===== src/rtl/sor_pkg.sv =====
// Shared types and codes for the segment offset remapper.
package sor_pkg;

    localparam logic [1:0] CMD_CLEAR  = 2'd0;
    localparam logic [1:0] CMD_APPEND = 2'd1;
    localparam logic [1:0] CMD_ACCESS = 2'd2;

    localparam logic [1:0] KIND_DATA = 2'd0;
    localparam logic [1:0] KIND_ZERO = 2'd1;
    localparam logic [1:0] KIND_SKIP = 2'd2;
    localparam logic [1:0] KIND_POS  = 2'd3;

    typedef enum logic [2:0] {
        ST_FORWARD     = 3'd0,
        ST_ZERO_READ   = 3'd1,
        ST_WRITE_FAULT = 3'd2,
        ST_FULL        = 3'd3,
        ST_ACCEPTED    = 3'd4
    } status_t;

    typedef enum logic [1:0] {
        S_IDLE,
        S_LAUNCH,
        S_WALK,
        S_HOLD
    } state_t;

    typedef struct packed {
        logic valid;
        logic done;
        logic bounded;
        logic is_data;
    } tok_ctl_t;

endpackage


===== src/rtl/sor_cell.sv =====
// One table cell: holds a segment and passes the lookup token to its neighbor.
module sor_cell
    import sor_pkg::*;
#(
    parameter int IDX         = 0,
    parameter int CNT_W       = 5,
    parameter int OFFSET_BITS = 48
)
(
    input  logic                   clk,
    input  logic                   rst_n,
    input  logic [CNT_W-1:0]       count,
    input  logic [OFFSET_BITS-1:0] start,
    input  logic                   wr_en,
    input  logic [OFFSET_BITS-1:0] wr_src,
    input  logic [OFFSET_BITS-1:0] wr_map,
    input  logic                   wr_is_data,
    input  logic [OFFSET_BITS-1:0] nxt_map,
    output logic [OFFSET_BITS-1:0] map_base,
    input  tok_ctl_t               tin_ctl,
    input  logic [OFFSET_BITS-1:0] tin_src,
    input  logic [OFFSET_BITS-1:0] tin_map,
    input  logic [OFFSET_BITS-1:0] tin_bound,
    output tok_ctl_t               tout_ctl,
    output logic [OFFSET_BITS-1:0] tout_src,
    output logic [OFFSET_BITS-1:0] tout_map,
    output logic [OFFSET_BITS-1:0] tout_bound
);

    localparam logic [CNT_W:0] NEXT_IDX = (CNT_W+1)'(IDX + 1);

    logic [OFFSET_BITS-1:0] src_reg;
    logic [OFFSET_BITS-1:0] map_reg;
    logic                   data_reg;
    tok_ctl_t               ctl_reg;
    tok_ctl_t               ctl_next;
    logic [OFFSET_BITS-1:0] tsrc_reg;
    logic [OFFSET_BITS-1:0] tsrc_next;
    logic [OFFSET_BITS-1:0] tmap_reg;
    logic [OFFSET_BITS-1:0] tmap_next;
    logic [OFFSET_BITS-1:0] tbnd_reg;
    logic [OFFSET_BITS-1:0] tbnd_next;
    logic                   next_used;
    logic                   take;

    assign map_base  = map_reg;
    assign next_used = {1'b0, count} > NEXT_IDX;
    assign take      = tin_ctl.valid && !tin_ctl.done && (!next_used || (start < nxt_map));

    always_comb
    begin
        ctl_next.valid   = tin_ctl.valid;
        ctl_next.done    = tin_ctl.done || take;
        ctl_next.bounded = take ? next_used : tin_ctl.bounded;
        ctl_next.is_data = take ? data_reg : tin_ctl.is_data;
        tsrc_next        = take ? src_reg : tin_src;
        tmap_next        = take ? map_reg : tin_map;
        tbnd_next        = take ? nxt_map : tin_bound;
    end

    always_ff @(posedge clk)
    begin
        if (wr_en)
        begin
            src_reg  <= wr_src;
            map_reg  <= wr_map;
            data_reg <= wr_is_data;
        end
        tsrc_reg <= tsrc_next;
        tmap_reg <= tmap_next;
        tbnd_reg <= tbnd_next;
    end

    always_ff @(posedge clk or negedge rst_n)
    begin
        if (!rst_n)
        begin
            ctl_reg <= '0;
        end
        else
        begin
            ctl_reg <= ctl_next;
        end
    end

    assign tout_ctl   = ctl_reg;
    assign tout_src   = tsrc_reg;
    assign tout_map   = tmap_reg;
    assign tout_bound = tbnd_reg;

endmodule


===== config.mk =====
export PLATFORM = sky130hd
export DESIGN_NAME = sor_cell
export DESIGN_NICKNAME = d
export VERILOG_FILES = /design/src/rtl/sor_pkg.sv /design/src/rtl/sor_cell.sv
export SDC_FILE = /design/constraint.sdc
export NUM_CORES = 1
export LEC_CHECK = 0
export BUFFER_PORTS_ARGS = -buffer_cell sky130_fd_sc_hd__buf_2
export CORE_AREA = 5 5 207 209
export CTS_CLUSTER_DIAMETER = 120
export DETAILED_ROUTE_END_ITERATION = 8
export DIE_AREA = 0 0 212 214
export SETUP_SLACK_MARGIN = 0.4
export SLEW_MARGIN = 0
export SYNTH_ARGS = -nofsm -noshare
export SYNTH_HDL_FRONTEND = slang
export SYNTH_SLANG_ARGS = --single-unit

===== constraint.sdc =====
create_clock -name clk -period 1 [get_ports clk]
set_input_delay 0.05 -clock clk [delete_from_list [all_inputs] [get_ports clk]]
set_output_delay 0.05 -clock clk [all_outputs]
set_load 0.02 [all_outputs]

==> results of run 1 <==
## path summary, 6_finish.rpt
| path | start | endpoint |
|---|---|---|
| max in group asynchronous | rst_n | tout_ctl[3]$_DFF_PN0_ |
| worst min register to register | src_reg[16]$_DFFE_PP_ | tout_src[16]$_DFF_P_ |
| min in group asynchronous | rst_n | tout_ctl[1]$_DFF_PN0_ |
| worst max-delay path | start[5] | tout_map[35]$_DFF_P_ |
| worst max register to register | map_base[20]$_DFFE_PP_ | tout_map[20]$_DFF_P_ |
| worst min-delay path | nxt_map[22] | tout_bound[22]$_DFF_P_ |
## cell families (layout without fill, tap and decap cells)
family / after synthesis / after routing / synth area share
other: 0 / 9 / 0
and+or+nand+nor: 38 / 38 / 0.02243
AOI/OAI and AO/OA: 42 / 42 / 0.03019
buffers and inverters: 64 / 1020 / 0.04915
muxes: 145 / 145 / 0.1807
DFF: 245 / 245 / 0.6525
adders and majority gates: 47 / 47 / 0.06508
## metrics by stage
| step | power [mW] | utilization | TNS [ps] |
|---|---|---|---|
| after detailed placement | 15.81 | 0.3145 | -261580 |
| after floorplan | 13.85 | - | -185600 |
| after global placement | 15.73 | 0.3145 | -254930 |
| final | 28.33 | 0.4703 | -193000 |
| after global routing | 29.33 | 0.4703 | -207290 |
| after CTS | 27.83 | 0.4519 | -183670 |
## cells in the mapped netlist, drive strengths merged
master   instances
a2111o           1
a2111oi          1
a211oi           1
a21boi           1
a21o             2
a21oi           18
a221oi           3
a2bb2oi          1
a31oi            1
buf             16
dfrtp            4
dfxtp          144
edfxtp          97
ha              47
inv             48
mux2           145
nand2           10
nand2b           2
nand3            5
nand3b           1
nand4            7
nor2             2
nor2b            2
nor3             3
nor3b            1
nor4             2
nor4b            1
o2111ai          1
o21a             4
o21ai            8
or2              1
or3              1
## layer usage
layer / vias to the layer above / track usage / share of wire
li1: 3976 / - / -
met4: 0 / 0.06893 / 0.040
met5: - / 0 / 0
met1: 4110 / 0.1656 / 0.34
met2: 444 / 0.3161 / 0.54
met3: 88 / 0.04316 / 0.079
## power breakdown
group | internal (mW) | switching (mW) | total, mW
registers | 11.4 | 0.496 | 11.9
clock network | 5.66 | 4.00 | 9.65
logic | 4.02 | 2.75 | 6.77
## worst register-to-register path: stages (launching register included)
cell and delay, ps:
edfxtp_1 430, buf_4 160, buf_4 140, mux2_1 300
## timing repair
action                                  in CTS  in global routing
pin swaps                                    0                 10
hold endpoints to repair                   256                 21
gates cloned                                 6                  3
endpoints found under the setup margin     343                343
gates resized for setup                    571                130
buffers inserted                            23                 23
## final cells by class
class	count	area (µm²)	share of cell area
multi-input cells	272	3369	0.1763
repair buffers	924	7964	0.4166
inverters	48	185.2	0.009687
diodes	9	22.52	0.001178
clock inverters	5	78.83	0.004123
clock buffers	43	755.7	0.03953
flip-flops and latches	245	6076	0.3178
well taps	532	665.6	0.03482
==> metrics.md, run 1 <==
| Metric | Value |
|---|---|
| WP depth | `11` |
| Crit share post-route | `2.304` |
| Mapped cell area | `9036 µm²` |
| CP arrival | `between 2000 and 3000 ps` |
| Pre-CTS setup slack | `-1846 ps` |
| Synth area leaders | `edfxtp_1, dfxtp_1, mux2_1, ha_1, buf_12` |
| Vias per cell | `4.147` |
| Pwr dens | `about 1500 nW/µm²` |
| CTS Buf Count | `26` |
| Failing checks | `negative hold slack, negative setup slack` |
| RSZ-0062 raised after global routing | `true` |
| I/O Buffers | `543` |
| Buf/Inv on CP | `4` |
| Reg clk slew, reported paths | `60 ps` |
| Hold path cells | `3` |
| Die span in x | `212 µm` |
| Total number of vias | `8,618` |
| RD Place Congestion | `approximately 0.90` |
| Latest clock arrival within the worst-skew pair | `~530 ps` |
| CTS tree | `done` |
| Final Instance Area | `19,120 µm²` |
| Peak VDD IR | `between 0.001 and 0.0015 V` |
| R2r setup slk | `-150 ps` |
| Gr usage total | `0.1647` |
| Number of synthesized register bits | `245` |
| Cts hold-fix bufs | `around 280` |
| Critical path required time | `around 1400 ps` |
| Fmax | `434.0 MHz` |
| Leak | `8.758 nW` |
| Synth-to-Final Area Change | `111.6%` |
| Worst-Margin Slew | `approximately 340 ps` |
| Clock Skews | `17.44 ps` |
| Min cycle time layout | `2304 ps` |
| Slowest Stage Delay on Critical Path | `490 ps` |
| Rel. slew slack | `0.7698` |
| Crit-path max FO | `8` |
| Sequential element share of the synthesized area | `0.6525` |
| Crit path cell chain | `buf_6 -> ha_4 -> or3_4 -> a21oi_4 -> nor3_2 -> a2111o_1 -> a221oi_4 -> buf_12 -> buf_8 -> clkbuf_16 -> mux2_4` |
| DRC | `0` |
| FF-to-FF path depth | `3` |
| Die Ht | `around 210 µm` |
| Core area | `40,650 µm²` |
| Cell Area, Placed | `12,780 µm²` |
| Pin count of the biggest net entering global routing | `41` |
| Cell family with most CP delay | `compound AO/OA/AOI/OAI gates` |
| Syn nets | `977` |
| Setup violations, final | `343` |
| Synth warn | `0` |
| WL/cell | `a little over 20 µm` |
| Final HPWL DP | `26,430 µm` |
| Outcome | `finished, violations left` |
| Num ports | `545` |
| Worst Setup Slack, final | `-1304 ps` |
| Worst hold slack | `-162.3 ps` |
| Hold Fails Final Rpt | `21` |
| Routed WL | `42,080 µm` |
| Leading cell type in the layout, fill and taps excluded | `buf_2` |
| Antenna-violating nets left | `0` |
| Share of the synthesized area in the top cell type | `0.3223` |
| Worst Setup Start Kind | `input port` |
| Die Area | `about 45,000 µm²` |
| Synth Instances | `roughly 580` |
| Share of layout cells above drive strength 1 | `0.6370` |
| CTS H-tree depth | `1` |
| Clock sinks | `245` |
| Syn Area/Cell | `about 16 µm²` |
| Most frequent cells in the layout | `buf_2, dlygate4sd3_1, buf_6` |
| Worst-case clock buffer depth | `3` |
| Placed Instances | `1,685` |
| Initial Utilization | `0.2223` |
| Critical Path Slowest Stage Cell | `a2111o_1` |
| Vias in the first global route | `9,678` |
| First-pass GRT wire length | `57,820 µm` |
| Fill cell count | `3,329` |
| Worst setup EP type | `flip-flop` |
| Clock root buffer | `clkbuf_16` |
| Synth cell types | `37` |
| Final std cells w/o fill | `2,078` |
| Initial antenna violation count | `10` |
| NumNets Final | `1,913` |
| DRT iter0 DRCs | `336` |
| Pre-Repair DR Iteration Count | `4` |
| Rows | `74` |
| Path type of the worst min-delay path | `input port to flip-flop` |
| Max-cap violation count | `0` |
| Grt ovf | `0` |
| Crit path kind | `input port to flip-flop` |
| Yosys top cell by area | `edfxtp_1` |
| Max Transition Viols Final | `0` |
(Power assumes the default switching activity.)
==> inputs of run 2 (changes only) <==
Settings changed: SKIP_LAST_GASP from default to 1, SLEW_MARGIN 0 to 25.
Clock period 1 ns to 2.5 ns, I/O delays scaled along.
==> run 2 against run 1 <==
The flow now finishes without violations. Clock power decreased by 55%. Largest power group unchanged. Register-to-register slack gained 1700 ps. Cell area fell by 6.3%. Combinational power down 65%. Critical path depth increased by 2. Global-route usage decreased by 0.32 points. Largest cell class unchanged.
==> metrics.md, run 2 (same netlist as run 1, synthesis figures left out) <==
| Metric | Value |
|---|---|
| Peak VDD IR | `0.0003850 V` |
| Crit-path max FO | `8` |
| Leak | `about 8.4 nW` |
| Worst-Margin Slew | `414.6 ps` |
| Worst setup path startpoint | `start[5]` |
| Outcome | `complete, no violations` |
| Tot Pwr | `11.39 mW` |
| Placed Instances | `about 1,700` |
| Fmax | `437.6 MHz` |
| Clock root buffer | `clkbuf_16` |
| WL met3 | `3562 µm` |
| RR Endpoint | `tout_map[38]$_DFF_P_` |
| Worst r2r src | `map_base[38]$_DFFE_PP_` |
| Cell Area, Placed | `~13,000 µm²` |
| Leading cell type in the layout, fill and taps excluded | `buf_2` |
| Path type of the worst min-delay path | `input port to flip-flop` |
| R2r setup slk | `1590 ps` |
| Total number of vias | `8,580` |
| Synth-to-Final Area Change | `98.32%` |
| Crit path kind | `input port to flip-flop` |
| Met2 Routed Length | `21,020 µm` |
| Rel. slew slack | `0.7236` |
| I/O Buffers | `between 500 and 600` |
| Gr usage total | `0.1615` |
| Initial antenna violation count | `19` |
| Detailed-routing wirelength on met1 | `14,010 µm` |
| Antenna-violating nets left | `0` |
| Max Transition Viols Final | `0` |
| Final std cells w/o fill | `2,080` |
| Clock sinks | `245` |
| Worst setup path end | `tout_map[12]$_DFF_P_` |
| Crit share post-route | `0.9140` |
| Highest Signal Layer | `met5` |
| Setup violations, final | `0` |
| Pre-Repair DR Iteration Count | `4` |
| Clock Skews | `between 10 and 15 ps` |
| Initial Utilization | `0.2223` |
| Core area | `40,650 µm²` |
| Vias in the first global route | `9,641` |
| RSZ-0062 raised after global routing | `true` |
| DRT iter0 DRCs | `466` |
| Hold Fails Final Rpt | `0` |
| Num ports | `545` |
| Pin count of the biggest net entering global routing | `38` |
| Latest clock arrival within the worst-skew pair | `540 ps` |
| CTS Buf Count | `27` |
| Die Ht | `214 µm` |
| Worst hold slack | `a little under 50 ps` |
| Worst-case clock buffer depth | `3` |
| Vias per cell | `4.125` |
| Min cycle time layout | `2285 ps` |
| Grt ovf | `0` |
| Critical path required time | `roughly 2900 ps` |
| Most frequent cells in the layout | `buf_2, dlygate4sd3_1, dfxtp_1` |
| Worst setup EP type | `flip-flop` |
| Share of layout cells above drive strength 1 | `0.5322` |
| CTS tree | `done` |
| Die Area | `45,370 µm²` |
| Final Instance Area | `between 15,000 and 20,000 µm²` |
| Reg clk slew, reported paths | `60 ps` |
| First-pass GRT wire length | `56,390 µm` |
| DRC | `0` |
| FF-to-FF path depth | `1` |
| WL/cell | `19.43 µm` |
| Worst Setup Start Kind | `input port` |
| CTS H-tree depth | `1` |
| NumNets Final | `between 1,500 and 2,000` |
| Max-cap violation count | `0` |
| Rows | `74` |
| RD Place Congestion | `about 0.9` |
| Die span in x | `212 µm` |
| Routed WL | `40,410 µm` |
| CP arrival | `2710 ps` |
| Final HPWL DP | `27,100 µm` |
| Pwr dens | `635.5 nW/µm²` |
[run 2: per-stage QoR]
stage	setup slack (ps)	TNS, ps	utilization
after CTS	239.2	0	0.4278
after detailed placement	-373.8	-44580	0.3156
after global routing	120.8	0	0.4409
after global placement	-315.0	-39460	0.3156
final	215.0	0	0.4409
after floorplan	146.9	0	-
[run 2: routing by layer]
layer	vias to the layer above	track usage
met2	488	0.3002
met3	97	0.04345
li1	3980	-
met4	4	0.07687
met5	-	0
met1	4011	0.1661
[run 2: final cells by class]
class	instances	area [µm²]
fill	3551	22730
timing repair buffer	920	6802
sequential	245	5896
multi-input combinational	272	3351
clock buffer	40	807.0
tap	532	665.6
inverter	48	187.7
clock inverter	10	180.2
antenna	13	32.53
[run 2: worst min path at each step]
stage / start / endpoint / slack, ps / depth (start not counted)
2_1_floorplan: rst_n / tout_ctl[0]$_DFF_PN0_ / -170 / 0
4_1_cts: wr_en / map_base[41]$_DFFE_PP_ / 8 / 1
5_1_grt: wr_en / src_reg[35]$_DFFE_PP_ / 30 / 1
6_report: wr_en / map_base[41]$_DFFE_PP_ / 50 / 1
3_5_place_dp: rst_n / tout_ctl[0]$_DFF_PN0_ / -50 / 1
3_3_place_gp: rst_n / tout_ctl[0]$_DFF_PN0_ / -50 / 1
[run 2: where the power goes]
part / internal, mW / total [mW] / switching (mW) / leakage (nW)
logic: 1.28 / 2.36 / 1.08 / 5.69
registers: 4.52 / 4.65 / 0.132 / 2.21
clock network: 2.75 / 4.38 / 1.63 / 0.479
[run 2: repair_timing]
| action | in CTS | in global routing |
|---|---|---|
| hold endpoints to repair | 249 | 0 |
| gates cloned | 7 | 1 |
| gates resized for setup | 72 | 97 |
| hold buffers | 295 | 0 |
| pin swaps | 3 | 5 |
| endpoints found under the setup margin | 141 | 146 |
| setup buffers | 11 | 11 |
[run 2: critical path, cell delays in order]
cell	delay, ps
buf_6	100
ha_4	220
or3_4	370
a21oi_4	130
nor3_2	50
a2111o_1	430
a221oi_4	330
buf_6	140
buf_12	140
buf_6	110
buf_6	100
buf_16	140
mux2_4	310
